$ cat config.mk
export PLATFORM = sky130hd
export DESIGN_NAME = udp_port_model_id_classifier
export DESIGN_NICKNAME = d
export VERILOG_FILES = /design/src/rtl/upmc_pkg.sv /design/src/rtl/udp_port_model_id_classifier.sv /design/src/rtl/upmc_front.sv /design/src/rtl/upmc_queue.sv /design/src/rtl/upmc_back.sv
export SDC_FILE = /design/constraint.sdc
export NUM_CORES = 1
export LEC_CHECK = 0
export ABC_AREA = 1
export ABC_CLOCK_PERIOD_IN_PS = 6650
export CAP_MARGIN = 10
export CORE_ASPECT_RATIO = 1.5
export CORE_MARGIN = 3
export CORE_UTILIZATION = 29
export CTS_BUF_LIST = sky130_fd_sc_hd__clkbuf_8
export CTS_CLUSTER_SIZE = 20
export DETAILED_ROUTE_END_ITERATION = 6
export DONT_BUFFER_PORTS = 1
export GPL_TIMING_DRIVEN = 0
export RECOVER_POWER = 50
export SYNTH_ARGS = -nofsm -noshare
export SYNTH_HDL_FRONTEND = slang
export SYNTH_HIERARCHICAL = 1
export SYNTH_SLANG_ARGS = --single-unit
$ cat constraint.sdc
create_clock -name clock -period 6.65 [get_ports clock]
set_input_delay 0.3325 -clock clock [delete_from_list [all_inputs] [get_ports clock]]
set_output_delay 0.3325 -clock clock [all_outputs]
set_load 0.01 [all_outputs]
$ cat src/rtl/upmc_pkg.sv
// shared types and constants for the udp model id classifier
`timescale 1ns / 1ps

package upmc_pkg;

   // header layout
   localparam int ETH_HDR_LEN     = 14;
   localparam int IP_MIN_LEN      = 20;
   localparam int UDP_HDR_LEN     = 8;
   localparam int CUSTOM_HDR_LEN  = 4;
   localparam int ETHERTYPE_POS   = 12;
   localparam int IP_PROTO_POS    = ETH_HDR_LEN + 9;
   localparam int DPORT_OFS       = 2;
   localparam int MODEL_OFS       = 10;
   localparam int POS_MAX         = 127;

   localparam logic [15:0] ETHERTYPE_IPV4    = 16'h0800;
   localparam logic [7:0]  IP_PROTO_UDP      = 8'd17;
   localparam logic [15:0] LISTEN_PORT_RESET = 16'd9999;

   localparam int TABLE_ENTRIES_DEFAULT = 256;
   localparam int QUEUE_DEPTH           = 2;

   // classified frame, passed from front to back
   typedef struct packed {
      logic        found;
      logic [15:0] model;
   } result_type;

endpackage

$ cat src/rtl/udp_port_model_id_classifier.sv
// top level of the ethernet / ipv4 / udp model id classifier
`timescale 1ns / 1ps

// channel   direction  handshake              payload
// req       in         req_tvalid/req_tready  tdata: frame_byte, tlast: end_of_frame
// rsp       out        rsp_tvalid/rsp_tready  tdata: model_number, tuser: verdict
// csr       in         csr_valid/csr_ready    data: listen_port
//
// one frame byte is taken every cycle while the queue has room; a response
// leaves after the last byte through the queue write and then the output register
// synchronous reset clears the byte counter, captured headers, queue and output,
// and loads listen_port with 9999
// a stalled response fills the two-entry queue; req_tready drops only when the
// queue is full, so bytes that end no frame still wait for room
// csr_ready is always high and a write takes effect on the next cycle

module udp_port_model_id_classifier #(
   parameter int TABLE_ENTRIES = upmc_pkg::TABLE_ENTRIES_DEFAULT
) (
   input  logic        clock,
   input  logic        reset,
   // request stream
   input  logic        req_tvalid,
   output logic        req_tready,
   input  logic [7:0]  req_tdata,   // [7:0] frame_byte
   input  logic        req_tlast,   // end_of_frame
   // response stream
   output logic        rsp_tvalid,
   input  logic        rsp_tready,
   output logic [15:0] rsp_tdata,   // [15:0] model_number
   output logic        rsp_tuser,   // [0] verdict
   // listen port register write
   input  logic        csr_valid,
   output logic        csr_ready,
   input  logic [15:0] csr_data     // [15:0] listen_port
);

   // classified frame out of the front part
   logic                  push_valid;
   upmc_pkg::result_type  push_data;
   logic                  push_ready;

   // head of the queue toward the back part
   logic                  pop_valid;
   upmc_pkg::result_type  pop_data;
   logic                  pop_ready;

   // register writes are always taken
   assign csr_ready  = 1'b1;
   // a request is taken only while the queue can hold a result
   assign req_tready = push_ready;

   // front: counts bytes, captures header fields, decides at the last byte
   upmc_front u_front (
      .clock      (clock),
      .reset      (reset),
      .req_tvalid (req_tvalid),
      .req_ready  (push_ready),
      .req_byte   (req_tdata),
      .req_last   (req_tlast),
      .csr_valid  (csr_valid && csr_ready),
      .csr_data   (csr_data),
      .push_valid (push_valid),
      .push_data  (push_data)
   );

   // decoupling queue between classification and response
   upmc_queue u_queue (
      .clock      (clock),
      .reset      (reset),
      .push_valid (push_valid),
      .push_data  (push_data),
      .push_ready (push_ready),
      .pop_valid  (pop_valid),
      .pop_data   (pop_data),
      .pop_ready  (pop_ready)
   );

   // back: table range check and response register
   upmc_back #(
      .TABLE_ENTRIES (TABLE_ENTRIES)
   ) u_back (
      .clock      (clock),
      .reset      (reset),
      .pop_valid  (pop_valid),
      .pop_data   (pop_data),
      .pop_ready  (pop_ready),
      .rsp_tvalid (rsp_tvalid),
      .rsp_tready (rsp_tready),
      .rsp_tdata  (rsp_tdata),
      .rsp_tuser  (rsp_tuser)
   );

endmodule

$ cat src/rtl/upmc_front.sv
// front part: byte counter, header capture and frame classification
`timescale 1ns / 1ps

module upmc_front (
   input  logic                  clock,
   input  logic                  reset,
   input  logic                  req_tvalid,
   input  logic                  req_ready,
   input  logic [7:0]            req_byte,
   input  logic                  req_last,
   input  logic                  csr_valid,
   input  logic [15:0]           csr_data,
   output logic                  push_valid,
   output upmc_pkg::result_type  push_data
);

   logic [6:0]  pos_ff, pos_in;
   logic [15:0] etype_ff, etype_in;
   logic [7:0]  proto_ff, proto_in;
   logic [3:0]  hw_ff, hw_in;
   logic [15:0] dport_ff, dport_in;
   logic [15:0] model_ff, model_in;
   logic [15:0] listen_ff, listen_in;

   logic        accept;
   logic [6:0]  udp;
   logic [7:0]  len;
   logic [7:0]  need;
   logic        found;

   assign accept = req_tvalid && req_ready;
   assign udp    = 7'(upmc_pkg::ETH_HDR_LEN) + {1'b0, hw_ff, 2'b00};
   assign len    = {1'b0, pos_ff} + 8'd1;
   assign need   = 8'(upmc_pkg::ETH_HDR_LEN + upmc_pkg::UDP_HDR_LEN
                      + upmc_pkg::CUSTOM_HDR_LEN) + {2'b00, hw_ff, 2'b00};

   // capture of this byte, visible to the verdict on the same byte
   always_comb begin
      etype_in = etype_ff;
      proto_in = proto_ff;
      hw_in    = hw_ff;
      dport_in = dport_ff;
      model_in = model_ff;
      if (pos_ff == 7'(upmc_pkg::ETHERTYPE_POS)) begin
         etype_in[15:8] = req_byte;
      end else if (pos_ff == 7'(upmc_pkg::ETHERTYPE_POS + 1)) begin
         etype_in[7:0] = req_byte;
      end
      if (pos_ff == 7'(upmc_pkg::ETH_HDR_LEN)) begin
         hw_in = req_byte[3:0];
      end
      if (pos_ff == 7'(upmc_pkg::IP_PROTO_POS)) begin
         proto_in = req_byte;
      end
      // udp fields lie past the ihl byte
      if (pos_ff > 7'(upmc_pkg::ETH_HDR_LEN)) begin
         if (pos_ff == udp + 7'(upmc_pkg::DPORT_OFS)) begin
            dport_in[15:8] = req_byte;
         end else if (pos_ff == udp + 7'(upmc_pkg::DPORT_OFS + 1)) begin
            dport_in[7:0] = req_byte;
         end else if (pos_ff == udp + 7'(upmc_pkg::MODEL_OFS)) begin
            model_in[15:8] = req_byte;
         end else if (pos_ff == udp + 7'(upmc_pkg::MODEL_OFS + 1)) begin
            model_in[7:0] = req_byte;
         end
      end
   end

   assign found = (etype_in == upmc_pkg::ETHERTYPE_IPV4)
               && (proto_in == upmc_pkg::IP_PROTO_UDP)
               && (len >= 8'(upmc_pkg::ETH_HDR_LEN + upmc_pkg::IP_MIN_LEN))
               && (len >= need)
               && (dport_in == listen_ff);

   assign push_valid      = accept && req_last;
   assign push_data.found = found;
   assign push_data.model = found ? model_in : 16'd0;

   always_comb begin
      pos_in    = pos_ff;
      listen_in = listen_ff;
      if (csr_valid) begin
         listen_in = csr_data;
      end
      if (accept) begin
         if (req_last) begin
            pos_in = 7'd0;
         end else if (pos_ff < 7'(upmc_pkg::POS_MAX)) begin
            pos_in = pos_ff + 7'd1;
         end
      end
   end

   always_ff @(posedge clock) begin
      if (reset) begin
         pos_ff    <= 7'd0;
         etype_ff  <= 16'd0;
         proto_ff  <= 8'd0;
         hw_ff     <= 4'd0;
         dport_ff  <= 16'd0;
         model_ff  <= 16'd0;
         listen_ff <= upmc_pkg::LISTEN_PORT_RESET;
      end else begin
         pos_ff    <= pos_in;
         listen_ff <= listen_in;
         if (accept) begin
            if (req_last) begin
               etype_ff <= 16'd0;
               proto_ff <= 8'd0;
               hw_ff    <= 4'd0;
               dport_ff <= 16'd0;
               model_ff <= 16'd0;
            end else begin
               etype_ff <= etype_in;
               proto_ff <= proto_in;
               hw_ff    <= hw_in;
               dport_ff <= dport_in;
               model_ff <= model_in;
            end
         end
      end
   end

   // frame state is cleared after the last byte
   a_clear_after_last: assert property (@(posedge clock) disable iff (reset)
      accept && req_last |=> pos_ff == 7'd0 && hw_ff == 4'd0 && model_ff == 16'd0)
      else $error("frame state not cleared after last byte");

   // a model number is only reported for a matching frame
   a_model_needs_found: assert property (@(posedge clock) disable iff (reset)
      push_valid && !push_data.found |-> push_data.model == 16'd0)
      else $error("model number reported for unmatched frame");

endmodule

$ cat src/rtl/upmc_queue.sv
// short queue of classified frames between front and back
`timescale 1ns / 1ps

module upmc_queue (
   input  logic                  clock,
   input  logic                  reset,
   input  logic                  push_valid,
   input  upmc_pkg::result_type  push_data,
   output logic                  push_ready,
   output logic                  pop_valid,
   output upmc_pkg::result_type  pop_data,
   input  logic                  pop_ready
);

   localparam int DEPTH = upmc_pkg::QUEUE_DEPTH;
   localparam int PTR_W = (DEPTH > 1) ? $clog2(DEPTH) : 1;
   localparam int CNT_W = $clog2(DEPTH + 1);

   upmc_pkg::result_type entry_ff [DEPTH];
   logic [PTR_W-1:0] wr_ptr_ff, wr_ptr_in;
   logic [PTR_W-1:0] rd_ptr_ff, rd_ptr_in;
   logic [CNT_W-1:0] count_ff, count_in;
   logic             do_push;
   logic             do_pop;

   assign push_ready = count_ff < CNT_W'(DEPTH);
   assign pop_valid  = count_ff != '0;
   assign pop_data   = entry_ff[rd_ptr_ff];
   assign do_push    = push_valid && push_ready;
   assign do_pop     = pop_valid && pop_ready;

   always_comb begin
      wr_ptr_in = wr_ptr_ff;
      rd_ptr_in = rd_ptr_ff;
      count_in  = count_ff;
      if (do_push) begin
         wr_ptr_in = (wr_ptr_ff == PTR_W'(DEPTH - 1)) ? '0 : wr_ptr_ff + PTR_W'(1);
      end
      if (do_pop) begin
         rd_ptr_in = (rd_ptr_ff == PTR_W'(DEPTH - 1)) ? '0 : rd_ptr_ff + PTR_W'(1);
      end
      if (do_push && !do_pop) begin
         count_in = count_ff + CNT_W'(1);
      end else if (do_pop && !do_push) begin
         count_in = count_ff - CNT_W'(1);
      end
   end

   always_ff @(posedge clock) begin
      if (reset) begin
         wr_ptr_ff <= '0;
         rd_ptr_ff <= '0;
         count_ff  <= '0;
      end else begin
         wr_ptr_ff <= wr_ptr_in;
         rd_ptr_ff <= rd_ptr_in;
         count_ff  <= count_in;
      end
   end

   always_ff @(posedge clock) begin
      if (do_push) begin
         entry_ff[wr_ptr_ff] <= push_data;
      end
   end

   a_count_bound: assert property (@(posedge clock) disable iff (reset)
      count_ff <= CNT_W'(DEPTH))
      else $error("queue count beyond depth");

   a_no_lost_push: assert property (@(posedge clock) disable iff (reset)
      push_valid && !push_ready |-> count_ff == CNT_W'(DEPTH))
      else $error("push refused while queue has room");

endmodule

$ cat src/rtl/upmc_back.sv
// back part: table range check and registered response
`timescale 1ns / 1ps

module upmc_back #(
   parameter int TABLE_ENTRIES = upmc_pkg::TABLE_ENTRIES_DEFAULT
) (
   input  logic                  clock,
   input  logic                  reset,
   input  logic                  pop_valid,
   input  upmc_pkg::result_type  pop_data,
   output logic                  pop_ready,
   output logic                  rsp_tvalid,
   input  logic                  rsp_tready,
   output logic [15:0]           rsp_tdata,
   output logic                  rsp_tuser
);

   logic        valid_ff, valid_in;
   logic        verdict_ff;
   logic [15:0] model_ff;
   logic        in_range;

   assign in_range  = {1'b0, pop_data.model} < 17'(TABLE_ENTRIES);
   assign pop_ready = !valid_ff || rsp_tready;

   always_comb begin
      valid_in = valid_ff;
      if (pop_ready) begin
         valid_in = pop_valid;
      end
   end

   always_ff @(posedge clock) begin
      if (reset) begin
         valid_ff <= 1'b0;
      end else begin
         valid_ff <= valid_in;
      end
   end

   always_ff @(posedge clock) begin
      if (pop_ready && pop_valid) begin
         verdict_ff <= pop_data.found && in_range;
         model_ff   <= pop_data.model;
      end
   end

   assign rsp_tvalid = valid_ff;
   assign rsp_tdata  = model_ff;
   assign rsp_tuser  = verdict_ff;

   // dispatch only for ids inside the table
   a_dispatch_in_range: assert property (@(posedge clock) disable iff (reset)
      rsp_tvalid && rsp_tuser |-> {1'b0, rsp_tdata} < 17'(TABLE_ENTRIES))
      else $error("dispatch for id outside table");

endmodule
==> metrics.cfg, run 1 <==
[status]
status = completed

[floorplan]
dieHeight_um = 201
ios = 50
row_count = 70
dieArea_um2 = 27400
die_w_um = 136
core_um2 = 24700
initial_core_util_pct = 29.8

[cts]
cts.htree.levels = 4
cts_tree = built
clk_latency_ns = 0.45
cts_inserted_buffers = 17
cts_num_sinks = 140
cts_root_buf = clkbuf_8
clk_pin_slew_ns = 0.08
cts_buffer_depth = 2

[critical_path]
arrival_ns = 3.93
cp_max_fo = 10
path_class = reg -> reg
reg2reg_depth = 21
rrSetupSlack_ns = 2.94
r2r_end = u_queue/entry_ff[1][16]
rr_startpoint = u_front/hw_ff[1]
cp.required_ns = 6.87
crit_path_end_kind = register
cp-start-kind = register

[timing]
slew_viol_final = 0
fin_crit_ns = 3.71
setup_tns_ns = 0
hold_viol_final = 0
maxSlewHeadroom_pct = 28.8
max_freq_ghz = 0.269
fin_crit_sh_pct = 55.9
worstMarginPinSlew_ns = 1.06
fin_skew_ns = 0.0123
rsz0062_at_grt = no
finalSetupViolCount = 0

[detailed_routing]
wl_met3_um = 725
ant_nets = 0
firstDrtPassIters = 5
maxUsedRoutingLayer = met4
route.detailed.drc = 0
drt_iter0_markers = 426
wl_met1_mm = 6.82
route.met2.wl_mm = 9.61
wirelength_mm = 17.8
post_drt_via_cell_ratio = 4.57
wire_per_inst_um = 13.8
vias = 5904

[finish]
instances_no_fill = 1293
finalNetCount = 1001
drive_gt1_share_pct = 10.5
n_antenna_cell = 0
areaGrowthSynthToFinish_pct = 9.68
num-fill-cells = 2619

[global_route]
grt_overflow_total = 0
grt_pass1_wl_mm = 28.6
grt_pass1_vias = 5684
antenna_found_initial = 0
grt_usage_pct = 13.3
grt_max_degree = 19

[yosys]
ys_warn_count = 6
ys_seq_area_share_pct = 45.0
synth_fp_nets = 976
yosys.area.top_type = dfxtp_1
post-synth-top-count-cell = nand2_1
synth.distinct_cells = 46
yosysTopAreaCellShare_pct = 24.2
synth_async_sr_flop_share_pct = 0
avgSynthCellArea_um2 = 7.90
synth_common_cells = 225 x nand2_1, 138 x inv_1, 89 x dfxtp_1, 72 x nor2_1, 61 x a21oi_1
ys.flop_type = dfxtp_1
synth_edf_count = 51
syn_area_um2 = 7360
yosys_register_bits = 140
syn_inst = 931
synthTopCellsByArea = dfxtp_1 24%, edfxtp_1 21%, nand2_1 11%, inv_1 7.0%, a21oi_1 4.1%

[placement]
dp_hpwl_mm = 13.4
place.gp.congestion = 0.869
dp.cells = 1256
port_buffers = 0

[power_and_ir_drop]
power_density_nw_per_um2 = 246
power_leakage_nw = 3.21
ir_drop_uv = 113

[worst_hold_path]
min_path_type = in -> reg
hold_depth = 2
min_to = u_front/listen_ff[13]
hp-start = csr_data[13]

[run]
max-cap-violations = 0

kinds of logic (layout without fill, tap and decap cells):
kind of cell / Yosys count / after routing / synth area share (%)
AO/OA/AOI/OAI: 158 / 158 / 11.6
XOR/XNOR: 11 / 11 / 1.31
adder cells (fa/ha/maj): 15 / 15 / 2.55
buffers and inverters: 187 / 225 / 10.8
flip-flops: 140 / 140 / 45.0
multiplexers: 17 / 17 / 3.11
other: 1 / 1 / 0.0510
AND/OR/NAND/NOR: 402 / 402 / 25.5
per-stage QoR:
step	instance area [um^2]	hold slack (ns)	setup WS [ns]	total power (W)	util, %
after global placement	7760	0.404	3.36	0.00141	31.4
final	8070	0.0249	2.94	0.00199	32.7
after floorplan	7360	0.402	3.92	0.00133	-
after CTS	8200	0.000376	3.30	0.00207	33.2
after detailed placement	7790	0.409	3.34	0.00143	31.5
after global routing	8070	0.0175	2.58	0.00209	32.7
cells in the final DEF, fill, tap and decap left out, types with 5 or more instances in the layout:
cell | synthesis | layout
nand2_1 | 225 | 226
inv_1 | 138 | 139
dfxtp_1 | 89 | 89
nor2_1 | 72 | 71
a21oi_1 | 61 | 61
edfxtp_1 | 51 | 51
o21ai_0 | 35 | 36
nand3_1 | 35 | 35
o22ai_1 | 30 | 30
clkbuf_1 | 23 | 28
o21ai_1 | 25 | 24
clkbuf_8 | 0 | 18
nand4_1 | 15 | 17
ha_1 | 15 | 15
nand2_2 | 12 | 11
mux2_1 | 0 | 11
nor3_2 | 10 | 10
nor3_1 | 10 | 10
nor2_2 | 6 | 8
buf_4 | 7 | 7
xor2_1 | 7 | 7
inv_2 | 6 | 6
dlygate4sd3_1 | 0 | 5
mux2_2 | 7 | 5
worst max-delay path, cell delays in order, from the launching register on:
cell	delay, ns
dfxtp_1	0.51
inv_1	0.16
ha_1	0.32
nor2_1	0.14
nand3_1	0.09
nand2_1	0.10
nand2_1	0.08
nand2_1	0.10
nand3_4	0.07
nor2_1	0.26
nand4_1	0.35
clkbuf_1	0.35
nand2_1	0.13
nand2_1	0.07
nor2_1	0.09
nor2_1	0.06
nand2_1	0.10
nor2_4	0.05
nand2_4	0.11
buf_6	0.18
nor2_2	0.04
buf_4	0.12
report_power, final:
part | switching [W] | internal [W]
combinational | 0.000202 | 0.0000884
clock | 0.000359 | 0.000276
sequential | 0.0000573 | 0.00100
routing by layer:
layer / up-vias / track usage, %
met5: - / 0
met4: 0 / 7.02
met2: 126 / 25.1
li1: 3073 / -
met1: 2671 / 13.4
met3: 34 / 2.61
state kept, by name, summed over array words and instances, names as in the netlist, named ones only:
signal and cells:
u_queue/wr_ptr_ff 1, u_front/listen_ff 16, u_back/rsp_tdata 16, u_front/model_ff 16, u_queue/count_ff 2, u_front/etype_ff 16, u_queue/entry_ff 34, u_back/rsp_tvalid 1
u_front/hw_ff 4, u_front/pos_ff 7, u_queue/rd_ptr_ff 1, u_back/rsp_tuser 1, u_front/dport_ff 16, u_front/proto_ff 8
final cells by class:
| cell class | count | area, um^2 | share of cell area (%) |
|---|---|---|---|
| Timing Repair Buffer | 6 | 53.8 | 0.667 |
| Sequential cell | 140 | 3310 | 41.1 |
| Inverter | 145 | 544 | 6.75 |
| Multi-Input combinational cell | 604 | 3180 | 39.4 |
| Buffer | 42 | 213 | 2.64 |
| Clock buffer | 18 | 248 | 3.07 |
| Clock inverter | 14 | 113 | 1.40 |
| Tap cell | 324 | 405 | 5.02 |
timing repair:
action | in CTS | in global routing
setup buffers | 0 | 0
hold buffers | 5 | 0
resized for setup | 0 | 0
endpoints found under the hold margin | 5 | 0
endpoints found under the setup margin | 0 | 0
worst max-delay path by stage:
stage / from / end / slack [ns]
floorplan: u_front/hw_ff[0] / u_queue/entry_ff[0][16] / 3.92
detailed placement: u_front/pos_ff[1] / u_queue/entry_ff[1][12] / 3.34
CTS: u_front/pos_ff[1] / u_queue/entry_ff[0][10] / 3.30
finish: u_front/hw_ff[1] / u_queue/entry_ff[1][16] / 2.94
global placement: u_front/pos_ff[1] / u_queue/entry_ff[0][12] / 3.36
global route: u_front/hw_ff[0] / u_queue/entry_ff[1][16] / 2.58
(Power assumes the default switching activity.)
==> run 2: changes to the inputs <==
--- a/config.mk
+++ b/config.mk
@@ -6,7 +6,7 @@
 export NUM_CORES = 1
 export LEC_CHECK = 0
 export ABC_AREA = 1
-export ABC_CLOCK_PERIOD_IN_PS = 6650
+export ABC_CLOCK_PERIOD_IN_PS = 3100
 export CAP_MARGIN = 10
 export CORE_ASPECT_RATIO = 1.5
 export CORE_MARGIN = 3
==> constraint.sdc (replaced) <==
create_clock -name clock -period 3.1 [get_ports clock]
set_input_delay 0.155 -clock clock [delete_from_list [all_inputs] [get_ports clock]]
set_output_delay 0.155 -clock clock [all_outputs]
set_load 0.01 [all_outputs]
==> run 2 against run 1 <==
Critical path depth increased by 2. Clock skew increased by 0.0012 ns. First-iteration DRC count decreased by 11%. Register-to-register slack got worse by 2.8 ns. Setup slack got worse by 2.8 ns. Non-clock buffer count increased by 39. Total power increased by 120%. Routed wire length increased by 8.6%. Largest power group unchanged. Highest routed layer unchanged.
==> metrics.cfg, run 2 (same netlist as run 1, synthesis figures left out) <==
[power_and_ir_drop]
power_density_nw_per_um2 = 487
ir_drop_uv = 242
power_leakage_nw = 3.62

[floorplan]
dieHeight_um = 201
core_um2 = 24700
die_w_um = 136
initial_core_util_pct = 29.8
dieArea_um2 = 27400
row_count = 70
ios = 50

[finish]
final_cell_mix = 210 x nand2_1, 134 x inv_1, 84 x dfxtp_1, 60 x a21oi_1, 57 x nor2_1
n_antenna_cell = 0
layout_commonest_cell = nand2_1
areaGrowthSynthToFinish_pct = 20.8
utilization_pct = 36.0
regMostFlops = u_queue/entry_ff
largest_reg_flops = 34
drive_gt1_share_pct = 18.1
num-fill-cells = 2530
finalNetCount = 1043

[cts]
clk_latency_ns = 0.45
cts_num_sinks = 140
cts_tree = built
cts_root_buf = clkbuf_8
cts_inserted_buffers = 17
cts.htree.levels = 4
clk_pin_slew_ns = 0.09
cts_buffer_depth = 2

[critical_path]
arrival_ns = 3.30
cp_max_fo = 5
cp-start-kind = register
cp.required_ns = 3.40
crit_path_end_kind = register
path_class = reg -> reg

[detailed_routing]
wirelength_mm = 19.4
vias = 6181
wire_per_inst_um = 14.5
post_drt_via_cell_ratio = 4.63
drt_iter0_markers = 379
firstDrtPassIters = 5
ant_nets = 0
route.detailed.drc = 0

[global_route]
grt_usage_pct = 13.7
grt_pass1_wl_mm = 29.3
antenna_found_initial = 0
grt_max_degree = 19
grt_pass1_vias = 5730
grt_overflow_total = 0

[timing]
hold_viol_final = 0
finalSetupViolCount = 0
max_freq_ghz = 0.334
fin_ws_ns = 0.109
setup_tns_ns = 0
slew_viol_final = 0
fin_crit_sh_pct = 96.5
worstMarginPinSlew_ns = 1.02
maxSlewHeadroom_pct = 31.9
fin_skew_ns = 0.0136
rsz0062_at_grt = yes
fin_crit_ns = 2.99

[placement]
port_buffers = 0
dp_slack_ns = -0.210
place.gp.congestion = 0.869
dp_hpwl_mm = 13.4

[run]
max-cap-violations = 0

[worst_hold_path]
min_path_type = in -> reg

[status]
status = completed

## run 2: cell count changes in the layout (fill, tap and decap cells not counted), moves of 8 or more
| cell | change |
|---|---|
| buf_4 | +14 |
| nor2_4 | +8 |
| nor2_1 | -14 |
| nand2_1 | -16 |
| nand2_2 | +13 |
| dlygate4sd3_1 | +19 |
## run 2: critical path, stage by stage (launching register included)
cell and delay (ns):
dfxtp_2 0.33, buf_6 0.11, nand2_4 0.05, nor2_4 0.11
nand3_2 0.10, nor2_2 0.12, inv_1 0.05, nand2_1 0.07
inv_2 0.06, ha_4 0.27, nand2_2 0.05, o21ai_2 0.11
nand2_1 0.06, nand2_1 0.06, a21oi_2 0.05, o21a_1 0.19
nor2_2 0.14, nand2_1 0.08, nor2_2 0.15, nand2_2 0.08
nor2_4 0.12, nand2_4 0.11, clkbuf_16 0.19, nor3_4 0.18
## run 2: metal layers
metal / GRT usage (%) / up-vias / share of wire, % / wire (um)
li1: - / 3159 / - / -
met5: 0 / - / 0 / 0
met1: 14.2 / 2854 / 38 / 7380
met2: 25.3 / 121 / 54 / 10500
met4: 7.64 / 0 / 4.5 / 879
met3: 2.31 / 47 / 3.3 / 634
## run 2: final timing paths
check / start / slack [ns] / cells after the start / end
max: u_front/pos_ff[2] / 0.11 / 23 / u_queue/entry_ff[0][6]
min: req_tdata[6] / 0.02 / 4 / u_front/etype_ff[6]
max reg2reg: u_front/pos_ff[2] / 0.11 / 23 / u_queue/entry_ff[0][6]
min reg2reg: u_front/dport_ff[10] / 0.47 / 2 / u_front/dport_ff[10]
## run 2: per-stage QoR
step	cell area, um^2	cells	power (W)	hold slack, ns
2_1_floorplan	7360	931	0.00285	0.224
3_3_place_gp	7760	1255	0.00302	0.227
3_5_place_dp	7790	1256	0.00306	0.232
4_1_cts	8450	1312	0.00446	0.00150
5_1_grt	8890	1335	0.00456	0.0247
6_report	8890	1335	0.00433	0.0151
## run 2: what timing repair did
action,4_1_cts,5_1_grt
cloned,0,8
setup buffers,0,15
hold buffers,24,0
pin swaps,4,31
gates resized for setup,21,82
setup endpoints to repair,35,46
endpoints found under the hold margin,33,0
## run 2: final cells by class
| cell class | count | area, um^2 | area share, % |
|---|---|---|---|
| timing repair buffer | 45 | 447 | 5.02 |
| tap | 324 | 405 | 4.56 |
| clock inverter | 14 | 113 | 1.27 |
| buffer | 42 | 263 | 2.96 |
| multi-input combinational | 607 | 3530 | 39.7 |
| sequential | 140 | 3330 | 37.5 |
| clock buffer | 18 | 248 | 2.79 |
| inverter | 145 | 552 | 6.21 |
## run 2: power breakdown
| part | total (W) | switching, W | internal [W] |
|---|---|---|---|
| Combinational | 0.000689 | 0.000465 | 0.000224 |
| Clock | 0.00136 | 0.000772 | 0.000592 |
| Sequential | 0.00228 | 0.000126 | 0.00215 |
==> run 3: changes to the inputs <==
--- a/config.mk
+++ b/config.mk
@@ -10,7 +10,7 @@
 export CAP_MARGIN = 10
 export CORE_ASPECT_RATIO = 1.5
 export CORE_MARGIN = 3
-export CORE_UTILIZATION = 29
+export CORE_UTILIZATION = 40
 export CTS_BUF_LIST = sky130_fd_sc_hd__clkbuf_8
 export CTS_CLUSTER_SIZE = 20
 export DETAILED_ROUTE_END_ITERATION = 6
==> run 3 against run 2 <==
The flow now finishes with violations (max-capacitance violations, max-slew violations). Largest cell class unchanged. Largest power group unchanged. Sequential power is essentially flat. Clock skew grew 0.0058 ns. Utilization grew 13 points. Register-to-register slack lost 0.03 ns. Flip-flop and latch count is the same. Die area shrank 27%.
==> metrics.cfg, run 3 (same netlist as run 1, synthesis figures left out) <==
[timing]
fin_ws_ns = 0.0771
hold_viol_final = 0
finalSetupViolCount = 0
setup_tns_ns = 0
rsz0062_at_grt = yes
slew_viol_final = 18
fin_skew_ns = 0.0194
worstMarginPinSlew_ns = 1.57
maxSlewHeadroom_pct = -4.36
max_freq_ghz = 0.331
fin_crit_sh_pct = 97.5
fin_crit_ns = 3.02

[cts]
cts.htree.levels = 4
cts_root_buf = clkbuf_8
cts_num_sinks = 140
cts_buffer_depth = 2
cts_tree = built
clk_latency_ns = 0.45
cts_inserted_buffers = 17
clk_pin_slew_ns = 0.10

[worst_hold_path]
hp-start = req_tdata[6]
min_path_type = in -> reg
hold_depth = 4

[global_route]
grt_pass1_vias = 5779
grt_max_degree = 19
antenna_found_initial = 0
grt_overflow_total = 0
grt_usage_pct = 18.5
grt_pass1_wl_mm = 28.9

[finish]
num-fill-cells = 1769
finalNetCount = 1048
largest_reg_flops = 34
layout_commonest_cell = nand2_1
areaGrowthSynthToFinish_pct = 19.8
drive_gt1_share_pct = 18.6
final_cell_mix = 214 x nand2_1, 132 x inv_1, 83 x dfxtp_1, 64 x nor2_1, 60 x a21oi_1
multi_input_area_um2 = 3520
n_antenna_cell = 0
register_area_um2 = 3330
regMostFlops = u_queue/entry_ff
instances_no_fill = 1233

[critical_path]
arrival_ns = 3.32
cp_common_cell = nand2_1
rr_startpoint = u_front/pos_ff[1]
cp_cell_sequence = nand2_4 -> nor2_4 -> nand3_2 -> nor2_1 -> inv_1 -> nand2_1 -> inv_2 -> ha_4 -> nand2_2 -> o21ai_2 -> nand2_1 -> nand2_1 -> a21oi_2 -> o21a_1 -> nor2_2 -> nand2_1 -> nor2_1 -> nand2_1 -> nor2_4 -> nand2_4 -> clkbuf_16 -> nor3_4
cp.required_ns = 3.39
critPathSlowestCell = dfxtp_4
cp_max_fo = 6
critPathLaunch = u_front/pos_ff[1]
crit_buf_inv = 3
crit_path_end_kind = register
cp-start-kind = register
path_class = reg -> reg
crit_cells = 22
critPathTopFamily = simple AND/OR/NAND/NOR gates
reg2reg_depth = 22
max_stage_delay_ns = 0.43

[detailed_routing]
route.detailed.drc = 0
wirelength_mm = 18.5
drt_iter0_markers = 381
firstDrtPassIters = 5
wire_per_inst_um = 15.0
post_drt_via_cell_ratio = 5.00
ant_nets = 0
vias = 6167

[floorplan]
ios = 50
dieHeight_um = 172
die_w_um = 117
row_count = 60
core_um2 = 18000
initial_core_util_pct = 40.8
dieArea_um2 = 20100

[power_and_ir_drop]
power_density_nw_per_um2 = 501
power_leakage_nw = 3.61
ir_drop_uv = 227
power_w = 0.00442

[run]
max-cap-violations = 1

[placement]
place.gp.congestion = 0.877
port_buffers = 0
dp_slack_ns = -0.140
dp_hpwl_mm = 12.9
dp.cells = 1148

[status]
status = finished with violations
violations = max-capacitance violations, max-slew violations

-- run 3: cell count changes in the layout (fill, tap and decap cells not counted), moves of 3 or more --
cell        previous run  this run
buf_4                 21        32
nor2_1                57        64
nor3_2                 4        10
nor2_4                10         5
clkinv_4               4         0
nand2_1              210       214
nand2_2               24        20
nand3_2                7         3
nor3_1                 9         5
clkinvlp_4             1         4
ha_1                  11         8
-- run 3: routing by layer --
layer,track usage [%],vias up,part of all wire (%)
met4,8.03,0,3.3
met5,0,-,0
met3,3.85,42,3.6
met1,20.6,2832,40
li1,-,3171,-
met2,33.5,122,54
-- run 3: layout make-up --
cell class | instances | share of cell area, %
clock buffers | 17 | 2.66
repair buffers | 52 | 5.62
clock inverters | 15 | 1.72
well taps | 217 | 3.08
plain buffers | 41 | 2.88
flip-flops and latches | 140 | 37.8
multi-input cells | 606 | 39.9
inverters | 145 | 6.29
-- run 3: worst paths after layout --
check	end	slack, ns
min	u_front/etype_ff[6]	0.008
max reg2reg	u_queue/entry_ff[0][7]	0.08
min reg2reg	u_front/etype_ff[14]	0.47
max	u_queue/entry_ff[0][7]	0.08
-- run 3: timing repair --
action,in CTS,in global routing
gates cloned,0,6
buffers inserted,0,26
hold buffers,22,0
hold endpoints to repair,30,0
endpoints found under the setup margin,35,48
resized for setup,9,89
pin swaps,1,33
-- run 3: metrics by stage --
stage | cell area (um^2) | utilization (%) | hold WS, ns
finish | 8810 | 48.9 | 0.00775
global route | 8810 | 48.9 | 0.0218
CTS | 8280 | 45.9 | 0.0139
detailed placement | 7640 | 42.4 | 0.230
global placement | 7630 | 42.3 | 0.228
floorplan | 7360 | - | 0.224
-- run 3: worst min-delay path, delay by kind of cell --
kind / cells / cell delay (ns)
AO/OA/AOI/OAI: 2 / 0.15
buffers and inverters: 1 / 0.05
AND/OR/NAND/NOR: 1 / 0.07
-- run 3: where the power goes --
part           total (W)  switching, W  internal, W  leakage, nW
clock network    0.00146      0.000799     0.000662        0.182
registers        0.00228      0.000125      0.00215         1.20
logic           0.000679      0.000454     0.000225         2.23
